<file path="src/rtl/core/smao_pkg.sv">
package smao_pkg;

  // Default sizes
  localparam int unsigned PATTERN_MAX_DEF = 32;
  localparam int unsigned TEXT_MAX_DEF    = 256;

  // Result queue depth (power of two, at least two)
  localparam int unsigned RES_DEPTH = 4;

  typedef enum logic {
    OP_PATTERN = 1'b0,
    OP_TEXT    = 1'b1
  } op_e;

  typedef enum logic {
    KIND_MATCH   = 1'b0,
    KIND_SUMMARY = 1'b1
  } kind_e;

  // One result transaction
  typedef struct packed {
    logic       kind;
    logic [7:0] match_start;
    logic       any_found;
    logic       truncated;
    logic       last_of_run;
  } res_t;

  // Per-cycle control broadcast to every cell
  typedef struct packed {
    logic pat_shift;
    logic txt_shift;
    logic txt_clear;
  } cell_ctrl_t;

endpackage

</file>
<file path="src/rtl/core/smao_in_if.sv">
interface smao_in_if;
  logic       valid;
  logic       ready;
  logic       operation;
  logic [7:0] byte_value;
  logic       is_last;

  modport source (output valid, output operation, output byte_value, output is_last,
                  input ready);
  modport sink (input valid, input operation, input byte_value, input is_last,
                output ready);
endinterface

</file>
<file path="src/rtl/core/smao_out_if.sv">
interface smao_out_if;
  logic       valid;
  logic       ready;
  logic       kind;
  logic [7:0] match_start;
  logic       any_found;
  logic       truncated;
  logic       last_of_run;

  modport source (output valid, output kind, output match_start, output any_found,
                  output truncated, output last_of_run, input ready);
  modport sink (input valid, input kind, input match_start, input any_found,
                input truncated, input last_of_run, output ready);
endinterface

</file>
<file path="src/rtl/core/smao_cell.sv">
module smao_cell (
  input  logic                   clk_i,
  input  logic                   rst_ni,
  input  smao_pkg::cell_ctrl_t   ctrl_i,
  input  logic [7:0]             pat_i,
  input  logic                   pv_i,
  input  logic [7:0]             txt_i,
  input  logic                   tv_i,
  output logic [7:0]             pat_o,
  output logic                   pv_o,
  output logic [7:0]             txt_o,
  output logic                   tv_o,
  output logic                   ok_o
);

  logic [7:0] pat_q;
  logic [7:0] txt_q;
  logic       pv_q;
  logic       tv_q;

  // Pattern byte and text byte payload, shifted from the neighbor
  always_ff @(posedge clk_i) begin
    if (ctrl_i.pat_shift) begin
      pat_q <= pat_i;
    end
    if (ctrl_i.txt_shift) begin
      txt_q <= txt_i;
    end
  end

  // Occupancy bits for pattern and text
  always_ff @(posedge clk_i or negedge rst_ni) begin
    if (!rst_ni) begin
      pv_q <= 1'b0;
      tv_q <= 1'b0;
    end else begin
      if (ctrl_i.pat_shift) begin
        pv_q <= pv_i;
      end
      if (ctrl_i.txt_clear) begin
        tv_q <= 1'b0;
      end else if (ctrl_i.txt_shift) begin
        tv_q <= tv_i;
      end
    end
  end

  // Compare the text byte entering this cell against the held pattern byte
  assign ok_o  = !pv_q || (tv_i && (txt_i == pat_q));
  assign pat_o = pat_q;
  assign pv_o  = pv_q;
  assign txt_o = txt_q;
  assign tv_o  = tv_q;

endmodule

</file>
<file path="src/rtl/core/smao_res_fifo.sv">
module smao_res_fifo (
  input  logic             clk_i,
  input  logic             rst_ni,
  input  logic [1:0]       push_cnt_i,
  input  smao_pkg::res_t   push_a_i,
  input  smao_pkg::res_t   push_b_i,
  output logic             space_o,
  smao_out_if.source       out_o
);
  import smao_pkg::*;

  localparam int unsigned PW = $clog2(RES_DEPTH);
  localparam int unsigned CW = $clog2(RES_DEPTH + 1);

  res_t          mem_q [RES_DEPTH];
  logic [PW-1:0] wp_q, wp_d;
  logic [PW-1:0] rp_q, rp_d;
  logic [CW-1:0] cnt_q, cnt_d;
  logic          pop;
  logic [PW-1:0] wp_next;

  assign pop     = out_o.valid && out_o.ready;
  assign wp_next = wp_q + PW'(1);

  // Write up to two results per cycle
  always_ff @(posedge clk_i) begin
    if (push_cnt_i != 2'd0) begin
      mem_q[wp_q] <= push_a_i;
    end
    if (push_cnt_i == 2'd2) begin
      mem_q[wp_next] <= push_b_i;
    end
  end

  // Advance pointers and fill level
  always_comb begin
    wp_d  = wp_q + PW'(push_cnt_i);
    rp_d  = pop ? rp_q + PW'(1) : rp_q;
    cnt_d = cnt_q + CW'(push_cnt_i) - CW'(pop);
  end

  always_ff @(posedge clk_i or negedge rst_ni) begin
    if (!rst_ni) begin
      wp_q  <= '0;
      rp_q  <= '0;
      cnt_q <= '0;
    end else begin
      wp_q  <= wp_d;
      rp_q  <= rp_d;
      cnt_q <= cnt_d;
    end
  end

  // Room for the worst case of two results from the next transaction
  assign space_o = (cnt_q <= CW'(RES_DEPTH - 2));

  assign out_o.valid       = (cnt_q != '0);
  assign out_o.kind        = mem_q[rp_q].kind;
  assign out_o.match_start = mem_q[rp_q].match_start;
  assign out_o.any_found   = mem_q[rp_q].any_found;
  assign out_o.truncated   = mem_q[rp_q].truncated;
  assign out_o.last_of_run = mem_q[rp_q].last_of_run;

endmodule

</file>
<file path="src/rtl/core/substring_match_all_occurrences.sv">
// Substring matcher reporting every occurrence, overlapping ones included.
// Input channel in_i carries operation, byte_value and is_last. With
// operation 0 a pattern byte is loaded (is_last closes the pattern); with
// operation 1 a text byte is streamed. Output channel out_o returns match
// reports (start index of each occurrence) and, on the last text byte, a
// summary with any_found and truncated; last_of_run marks the final result
// of each input transaction.
// A row of PATTERN_MAX cells holds the pattern and a sliding text window;
// every cell compares its byte in the same cycle, so one transaction is
// taken per clock while in_i is ready. Results are registered into a
// four-entry result queue that drives out_o. The input is ready while
// the queue has room for two results, so a stalled receiver backs up into
// in_i once more than two results are pending.
// Reset clears the pattern length, the text run and the result queue; the
// pattern bytes themselves are not cleared. Text bytes past TEXT_MAX are
// dropped and reported as truncated in the summary.
module substring_match_all_occurrences #(
  parameter int unsigned PATTERN_MAX = smao_pkg::PATTERN_MAX_DEF,
  parameter int unsigned TEXT_MAX    = smao_pkg::TEXT_MAX_DEF
) (
  input  logic        clk_i,
  input  logic        rst_ni,
  smao_in_if.sink     in_i,
  smao_out_if.source  out_o
);
  import smao_pkg::*;

  localparam int unsigned PosW = $clog2(TEXT_MAX + 1);
  localparam int unsigned CntW = $clog2(PATTERN_MAX + 1);
  localparam int unsigned SW   = (PosW > CntW) ? PosW : CntW;
  localparam int unsigned StW  = (SW > 8) ? SW : 8;

  // Cell chain wiring
  logic [7:0]             pat_in  [PATTERN_MAX];
  logic [7:0]             pat_out [PATTERN_MAX];
  logic [7:0]             txt_in  [PATTERN_MAX];
  logic [7:0]             txt_out [PATTERN_MAX];
  logic [PATTERN_MAX-1:0] pv_in, pv_out, tv_in, tv_out, ok;

  cell_ctrl_t    ctrl;
  logic          acc, is_pat, is_txt, room, full, restart, match;
  logic          complete_q, complete_d;
  logic          found_q, found_d;
  logic          dropped_q, dropped_d;
  logic [PosW-1:0] pos_q, pos_d;
  logic [CntW-1:0] cnt_q, cnt_d;
  logic [StW-1:0]  start;
  logic [1:0]      push_cnt;
  logic            space;
  res_t            mres, sres, push_a;

  assign acc     = in_i.valid && in_i.ready;
  assign is_pat  = acc && (in_i.operation == OP_PATTERN);
  assign is_txt  = acc && (in_i.operation == OP_TEXT);
  assign room    = (pos_q < PosW'(TEXT_MAX));
  assign full    = pv_out[PATTERN_MAX-1];
  assign restart = complete_q;

  // Shift controls for the row
  always_comb begin
    ctrl.pat_shift = is_pat && (restart || !full);
    ctrl.txt_shift = is_txt && room;
    ctrl.txt_clear = is_pat || (is_txt && in_i.is_last);
  end

  // Build the row of cells; cell 0 takes the newest byte
  for (genvar k = 0; k < PATTERN_MAX; k++) begin : g_cell
    if (k == 0) begin : g_head
      assign pat_in[k] = in_i.byte_value;
      assign pv_in[k]  = 1'b1;
      assign txt_in[k] = in_i.byte_value;
      assign tv_in[k]  = 1'b1;
    end else begin : g_body
      assign pat_in[k] = pat_out[k-1];
      assign pv_in[k]  = pv_out[k-1] && !restart;
      assign txt_in[k] = txt_out[k-1];
      assign tv_in[k]  = tv_out[k-1];
    end

    smao_cell u_cell (
      .clk_i  (clk_i),
      .rst_ni (rst_ni),
      .ctrl_i (ctrl),
      .pat_i  (pat_in[k]),
      .pv_i   (pv_in[k]),
      .txt_i  (txt_in[k]),
      .tv_i   (tv_in[k]),
      .pat_o  (pat_out[k]),
      .pv_o   (pv_out[k]),
      .txt_o  (txt_out[k]),
      .tv_o   (tv_out[k]),
      .ok_o   (ok[k])
    );
  end

  // Occurrence ends at the incoming text byte
  assign match = ctrl.txt_shift && complete_q && pv_out[0] && (&ok);
  assign start = StW'(pos_q) + StW'(1) - StW'(cnt_q);

  // Pattern length, text position and run flags
  always_comb begin
    complete_d = complete_q;
    cnt_d      = cnt_q;
    pos_d      = pos_q;
    found_d    = found_q;
    dropped_d  = dropped_q;
    if (is_pat) begin
      complete_d = in_i.is_last;
      if (restart) begin
        cnt_d = CntW'(1);
      end else if (!full) begin
        cnt_d = cnt_q + CntW'(1);
      end
      pos_d     = '0;
      found_d   = 1'b0;
      dropped_d = 1'b0;
    end else if (is_txt) begin
      if (in_i.is_last) begin
        pos_d     = '0;
        found_d   = 1'b0;
        dropped_d = 1'b0;
      end else begin
        if (room) begin
          pos_d = pos_q + PosW'(1);
        end
        found_d   = found_q || match;
        dropped_d = dropped_q || !room;
      end
    end
  end

  always_ff @(posedge clk_i or negedge rst_ni) begin
    if (!rst_ni) begin
      complete_q <= 1'b0;
      cnt_q      <= '0;
      pos_q      <= '0;
      found_q    <= 1'b0;
      dropped_q  <= 1'b0;
    end else begin
      complete_q <= complete_d;
      cnt_q      <= cnt_d;
      pos_q      <= pos_d;
      found_q    <= found_d;
      dropped_q  <= dropped_d;
    end
  end

  // Form the match report and the summary
  always_comb begin
    mres.kind        = KIND_MATCH;
    mres.match_start = start[7:0];
    mres.any_found   = 1'b0;
    mres.truncated   = 1'b0;
    mres.last_of_run = !in_i.is_last;

    sres.kind        = KIND_SUMMARY;
    sres.match_start = 8'd0;
    sres.any_found   = found_q || match;
    sres.truncated   = dropped_q || !room;
    sres.last_of_run = 1'b1;

    push_a   = match ? mres : sres;
    push_cnt = 2'(match) + 2'(is_txt && in_i.is_last);
  end

  smao_res_fifo u_res_fifo (
    .clk_i      (clk_i),
    .rst_ni     (rst_ni),
    .push_cnt_i (push_cnt),
    .push_a_i   (push_a),
    .push_b_i   (sres),
    .space_o    (space),
    .out_o      (out_o)
  );

  assign in_i.ready = space;

endmodule

</file>
<file path="src/flat_wrapper.sv">
// flat-port wrapper written by rule: the top's interface ports become plain ports
module substring_match_all_occurrences_flat import smao_pkg::*;
#(
  parameter int unsigned PATTERN_MAX = smao_pkg::PATTERN_MAX_DEF,
  parameter int unsigned TEXT_MAX    = smao_pkg::TEXT_MAX_DEF
)
  (clk_i, rst_ni, in_i_valid, in_i_operation, in_i_byte_value, in_i_is_last, in_i_ready, out_o_valid, out_o_kind, out_o_match_start, out_o_any_found, out_o_truncated, out_o_last_of_run, out_o_ready);
  smao_in_if in_i_i ();
  smao_out_if out_o_i ();
  input  logic clk_i;
  input  logic rst_ni;
  input wire logic [$bits(in_i_i.valid)-1:0] in_i_valid;
  input wire logic [$bits(in_i_i.operation)-1:0] in_i_operation;
  input wire logic [$bits(in_i_i.byte_value)-1:0] in_i_byte_value;
  input wire logic [$bits(in_i_i.is_last)-1:0] in_i_is_last;
  output wire logic [$bits(in_i_i.ready)-1:0] in_i_ready;
  output wire logic [$bits(out_o_i.valid)-1:0] out_o_valid;
  output wire logic [$bits(out_o_i.kind)-1:0] out_o_kind;
  output wire logic [$bits(out_o_i.match_start)-1:0] out_o_match_start;
  output wire logic [$bits(out_o_i.any_found)-1:0] out_o_any_found;
  output wire logic [$bits(out_o_i.truncated)-1:0] out_o_truncated;
  output wire logic [$bits(out_o_i.last_of_run)-1:0] out_o_last_of_run;
  input wire logic [$bits(out_o_i.ready)-1:0] out_o_ready;
  assign in_i_i.valid = in_i_valid;
  assign in_i_i.operation = in_i_operation;
  assign in_i_i.byte_value = in_i_byte_value;
  assign in_i_i.is_last = in_i_is_last;
  assign in_i_ready = in_i_i.ready;
  assign out_o_valid = out_o_i.valid;
  assign out_o_kind = out_o_i.kind;
  assign out_o_match_start = out_o_i.match_start;
  assign out_o_any_found = out_o_i.any_found;
  assign out_o_truncated = out_o_i.truncated;
  assign out_o_last_of_run = out_o_i.last_of_run;
  assign out_o_i.ready = out_o_ready;
  substring_match_all_occurrences #(.PATTERN_MAX(PATTERN_MAX), .TEXT_MAX(TEXT_MAX)) u_core (.clk_i(clk_i), .rst_ni(rst_ni), .in_i(in_i_i), .out_o(out_o_i));
endmodule
</file>
<file path="config.mk">
export PLATFORM = sky130hd
export DESIGN_NAME = substring_match_all_occurrences_flat
export DESIGN_NICKNAME = d
export VERILOG_FILES = /design/src/rtl/core/smao_pkg.sv /design/src/rtl/core/smao_in_if.sv /design/src/rtl/core/smao_out_if.sv /design/src/rtl/core/smao_cell.sv /design/src/rtl/core/smao_res_fifo.sv /design/src/rtl/core/substring_match_all_occurrences.sv /design/src/flat_wrapper.sv
export SDC_FILE = /design/constraint.sdc
export NUM_CORES = 1
export LEC_CHECK = 0
export ABC_AREA = 1
export ABC_CLOCK_PERIOD_IN_PS = 20700
export BUFFER_PORTS_ARGS = -buffer_cell sky130_fd_sc_hd__buf_4
export CORE_UTILIZATION = 35
export CTS_BUF_LIST = sky130_fd_sc_hd__clkbuf_16
export DETAILED_ROUTE_END_ITERATION = 8
export GPL_ROUTABILITY_DRIVEN = 0
export PLACE_DENSITY = 0.6
export SLEW_MARGIN = 20
export SYNTH_ARGS = -nofsm -noshare
export SYNTH_HDL_FRONTEND = slang
export SYNTH_SLANG_ARGS = --single-unit
</file>
<file path="constraint.sdc">
create_clock -name clk_i -period 20.7 [get_ports clk_i]
set_input_delay 3.105 -clock clk_i [delete_from_list [all_inputs] [get_ports clk_i]]
set_output_delay 3.105 -clock clk_i [all_outputs]
set_load 0.01 [all_outputs]
</file>
# --- After elaboration in Yosys (flattened, before gate mapping) ---
# Memory sizes are Yosys's and may differ from the RTL's.
# Cells that the tools add are included.
classes:
  n_addsub: 9
  order_cmp: 2
  n_eq_ne: 34
  muxes: 79
  n_bitwise: 1
  reduce_logical: 151
ops:
  columns: ["op", "count"]
  rows:
  - ["$eq 8x8->1", 32]
  - ["$logic_and 1x1->1", 72]
  - ["$mux 1", 72]
  - ["$logic_or 1x1->1", 36]
  - ["$mux 9", 4]
  - ["$logic_not 1->1", 35]
  - ["$reduce_and 32->1", 1]
  - ["$mux 12", 1]
  - ["$mux 6", 2]
  - ["$add 9x1->9 const B", 1]
  - ["$lt 9x9->1 const B", 1]
  - ["$sub 8x6->8", 1]
  - ["$add 6x1->6 const B", 1]
  - ["$reduce_bool 2->1", 3]
  - ["$reduce_bool 3->1", 2]
  - ["$add 2x1->2 const B", 2]
  - ["$reduce_and 2->1", 2]
  - ["$add 3x2->3", 1]
  - ["$le 3x2->1 const B", 1]
  - ["$sub 3x1->3", 1]
  - ["$add 1x1->2", 1]
  - ["$add 2x2->2", 1]
  - ["$eq 2x2->1 const B", 1]
  - ["$ne 2x1->1 const B", 1]
  - ["$not 1->1", 1]
word_totals:
  register_bits: 592
  ramBits: 48
  mem_count: 1
mem_list:
  columns: ["memory", "depth", "word_bits", "rd", "rd_clocked_by_memory_dff", "wr", "line_no", "source"]
  rows:
  - ["u_core.u_res_fifo.mem_q", 4, 12, 1, 0, 2, "smao_res_fifo.sv:15", "res_t mem_q [RES_DEPTH];"]

# --- Longest topological paths before layout ---
depth:
  word_depth: 11
  depth_mapped: 21
  mapped_depth_nobuf: 20

# --- Hierarchy ---
# Synthesis repeated with hierarchy kept, for this count alone.
unflattened:
  hier_cells: 2503
  hier_area_um2: 27512.6
modules_own_cells:
  columns: ["module", "instances", "cells_per_inst", "area_each_um2"]
  rows:
  - ["smao_cell", 32, 58, 713.2]
  - ["smao_res_fifo", 1, 376, 3007.9]
  - ["substring_match_all_occurrences", 1, 271, 1682.9]

# --- Least setup slack after synthesis ---
# Ideal clock, no wire load.
synth_path:
  path_kind: "input -> register"
  from: "input port in_i_valid"
  to: "register u_core.g_cell[20].u_cell.tv_q"
  setup_time_ps: 82
  t_arrival_ps: 9243
  required_ps: 20618
  slack_ps: 11375
  cell_stages: 8
  n_path_buf: 2
  path_cell_list: "nand2_4 > nor2_4 > nand2_2 > inv_1 > nand2_1 > clkbuf_1 > buf_2 > o22ai_1"
synth_lines:
  columns: ["item", "line_no", "source"]
  rows:
  - ["start: declaration", "flat_wrapper.sv:12", "input wire logic [$bits(in_i_i.valid)-1:0] in_i_valid;"]
  - ["end signal: assignment", "smao_cell.sv:43", "tv_q <= tv_i;"]
  - ["end: declaration", "smao_cell.sv:19", "logic tv_q;"]

==> metrics.md <==
| Metric | Value |
|---|---|
| Number of global-route vias before repair | `around 15,000` |
| Antenna violations before repair | `0` |
| Ports | `28` |
| Clk slew on worst S/H paths | `0.06 ns` |
| DR WL/cell | `14.4 um` |
| Critical path peak fanout | `33` |
| Post-Layout Cell Count | `3,281` |
| Rows | `99` |
| Crit. End Element | `flip-flop` |
| Seq/Total Area, Yosys | `0.713` |
| Total GRT Usage | `0.128` |
| Final Instance Area | `29,100 um^2` |
| FF-to-FF setup slack | `16.79 ns` |
| Kind of critical path | `input pin to flip-flop` |
| CTS max path bufs | `3` |
| DR iter-0 viols | `between 1,000 and 1,500` |
| Pin count of the biggest net entering global routing | `between 100 and 150` |
| DRC violation count after routing | `0` |
| Share of cells above drive strength 1 | `0.0823` |
| Yosys warns | `0` |
| Clk_skew | `about 0.024 ns` |
| Starting density of the core | `0.354` |
| Slew @ Worst Pin | `1.05 ns` |
| Area after DPL | `27,100 um^2` |
| Dpl hpwl | `31,100 um` |
| Setup violators final | `0` |
| Crit start category | `input pin` |
| RSZ-0062 raised after global routing | `no` |
| CTS tree | `done` |
| Cell count after synthesis | `2,194` |
| Port-buffer cells | `27` |
| Worst VDD drop | `0.0000876 V` |
| Post-layout nets | `2,299` |
| Post_cts resized | `0` |
| # diodes | `0` |
| Postcts setup bufs | `0` |
| Cts-stage hold buffer count | `0` |
| Area grow syn2layout | `13.1%` |
| CP Capture Point | `u_core.u_res_fifo.mem_q[0][8]` |
| CTS Sinks | `640` |
| H-tree depth | `3` |
| HP Class | `flip-flop to flip-flop` |
| Power, Total | `0.00363 W` |
| Vias per std cell | `4.57` |
| Area of the mapped netlist | `between 20,000 and 30,000 um^2` |
| Dpl ws | `14.14 ns` |
| Final period util | `0.287` |
| CP required | `21.17 ns` |
| FF-to-FF End | `u_core.u_res_fifo.mem_q[0][8]` |
| First-pass iteration count of the detailed router | `5` |
| Global-route wire length before repair | `76,400 um` |
| R2R Path Start | `u_core.u_res_fifo.cnt_q[1]` |
| Post-layout min period | `5.94 ns` |
| DR vias | `15,000` |
| Die W | `273 um` |
| Total power per unit cell area | `around 120 nW/um^2` |
| Reg2Reg Depth | `17` |
| Core area | `approximately 73,000 um^2` |
| Worst setup path startpoint | `in_i_byte_value[6]` |
| CTS buffer count | `66` |
| Placed Instances | `3,160` |
| WHS Path Cells | `0` |
| Max Fclk | `168 MHz` |
| Routed WL | `47,300 um` |
| P_leak | `11.5 nW` |
| Hold Vio Cnt, Final | `0` |
| Syn nets | `2,224` |
| Status | `finished, final reports clean` |
| Final ANT Viol Nets | `0` |
| Die ar. | `74,700 um^2` |
| Yosys reg bits | `640` |
| Root buffer cell | `clkbuf_16` |
| Setup TNS | `0 ns` |
| GRT overflow | `0` |
| DIE HEIGHT | `273 um` |
| Max cap viols | `0` |
| Total of fill cells in the finished design | `~6,900` |
| Avg Cell Area, Syn | `11.7 um^2` |
| Unique masters post-synth | `37` |
| Arrival time worst endpoint | `6.42 ns` |
| Slew Viols, Final | `0` |
| Worst slew margin | `0.302` |
| Insertion delay to the later sink of the worst-skew pair | `0.60 ns` |
| Final WS setup | `14.76 ns` |
[final cells by class]
| cell class | instances | area (um^2) | area share |
|---|---|---|---|
| inverter | 368 | 1400 | 0.0479 |
| multi-input combinational | 1159 | 5880 | 0.202 |
| sequential | 640 | 18400 | 0.631 |
| clock inverter | 54 | 352 | 0.0121 |
| tap | 959 | 1200 | 0.0412 |
| timing repair buffer | 34 | 255 | 0.00876 |
| clock buffer | 67 | 1680 | 0.0576 |
[power by group]
group | internal (W) | switching, W | leakage, nW
clock network | 0.000630 | 0.000483 | 1.05
registers | 0.00168 | 0.000137 | 6.19
logic | 0.000221 | 0.000471 | 4.29
[sequential cells by signal, summed over array words and instances (netlist names), 3 cells and up]
register / flops
u_core.g_cell.u_cell.tv_o: 31
u_core.pos_q: 9
u_core.cnt_q: 6
u_core.u_res_fifo.mem_q: 48
u_core.u_res_fifo.cnt_q: 3
u_core.g_cell.u_cell.pv_o: 32
u_core.g_cell.u_cell.txt_o: 248
u_core.g_cell.u_cell.pat_o: 256
[cells in the mapped netlist, drive strengths merged]
| master | count | area share |
|---|---|---|
| dfxtp | 40 | 0.031 |
| nand3 | 69 | 0.013 |
| nand2 | 478 | 0.070 |
| clkbuf | 14 | 0.0020 |
| edfxtp | 512 | 0.60 |
| nor2 | 181 | 0.028 |
| nand3b | 3 | 0.00087 |
| dfrtp | 88 | 0.085 |
| xnor2 | 82 | 0.028 |
| or2 | 53 | 0.013 |
| a32o | 1 | 0.00039 |
| nor3b | 2 | 0.00058 |
| o21ai | 54 | 0.010 |
| o211ai | 10 | 0.0029 |
| a21boi | 1 | 0.00029 |
| xor2 | 20 | 0.0068 |
| nor3 | 11 | 0.0031 |
| buf | 13 | 0.0033 |
| clkinv | 1 | 0.00015 |
| o22ai | 87 | 0.021 |
| a21oi | 31 | 0.0062 |
| nand4 | 55 | 0.013 |
| o2bb2ai | 1 | 0.00034 |
| o21a | 3 | 0.00087 |
| ha | 14 | 0.0068 |
| fa | 2 | 0.0016 |
| inv | 367 | 0.053 |
| o21bai | 1 | 0.00029 |
[worst max-delay path, cell delays in order]
cell and delay, ns:
buf_4 0.12, xnor2_1 0.26, nand3_1 0.15, nor3_2 0.27, nand2_1 0.07, nor2_1 0.12, nand2_1 0.10, nor2_4 0.50
nand2_1 0.17, ha_1 0.32, nor3_2 0.45, inv_1 0.16, nand2_1 0.24, inv_1 0.20, nand2_1 0.11, nand2_1 0.06
[worst min path at each step]
stage | start | end
floorplan | u_core.u_res_fifo.mem_q[1][11] | u_core.u_res_fifo.mem_q[1][11]
global placement | u_core.g_cell[13].u_cell.pat_o[7] | u_core.g_cell[14].u_cell.pat_o[7]
detailed placement | u_core.g_cell[1].u_cell.txt_o[0] | u_core.g_cell[2].u_cell.txt_o[0]
CTS | u_core.g_cell[0].u_cell.txt_o[7] | u_core.g_cell[1].u_cell.txt_o[7]
global route | u_core.g_cell[0].u_cell.txt_o[7] | u_core.g_cell[1].u_cell.txt_o[7]
finish | u_core.g_cell[0].u_cell.txt_o[7] | u_core.g_cell[1].u_cell.txt_o[7]
[cell usage in the layout (no fill, tap or decap), drive strengths merged]
cell type and n:
o21bai 1, clkbuf 67, xor2 20, buf 34
nand3 69, a32o 1, clkinv 28, nor2 181
inv 388, o2bb2ai 1, bufinv 3, a21oi 31
xnor2 82, or2 53, nor3b 2, dfrtp 88
o21a 3, ha 14, clkinvlp 3, o21ai 54
dfxtp 40, nand3b 3, nand4 55, o211ai 10
a21boi 1, edfxtp 512, o22ai 87, fa 2
nand2 478, nor3 11
[routing by layer]
metal	GRT usage	part of all wire	vias up
met4	0.0372	0.021	0
met1	0.163	0.44	7246
li1	-	-	7448
met2	0.221	0.50	238
met5	0	0	-
met3	0.0257	0.037	73
[cell families after synthesis]
group / Yosys count / share of synthesized area
adders and majority gates: 16 / 0.00835
DFF: 640 / 0.713
xor gates and xnor gates: 102 / 0.0347
and+or+nand+nor: 852 / 0.142
AOI/OAI and AO/OA: 189 / 0.0429
buffers and inverters: 395 / 0.0589
[metrics by stage]
step / util / hold slack [ns]
finish: 0.400 / 0.440
global route: 0.400 / 0.444
CTS: 0.400 / 0.440
detailed placement: 0.372 / 0.432
global placement: 0.372 / 0.428
floorplan: - / 0.421
No activity file was read; power rests on OpenSTA's default activity.
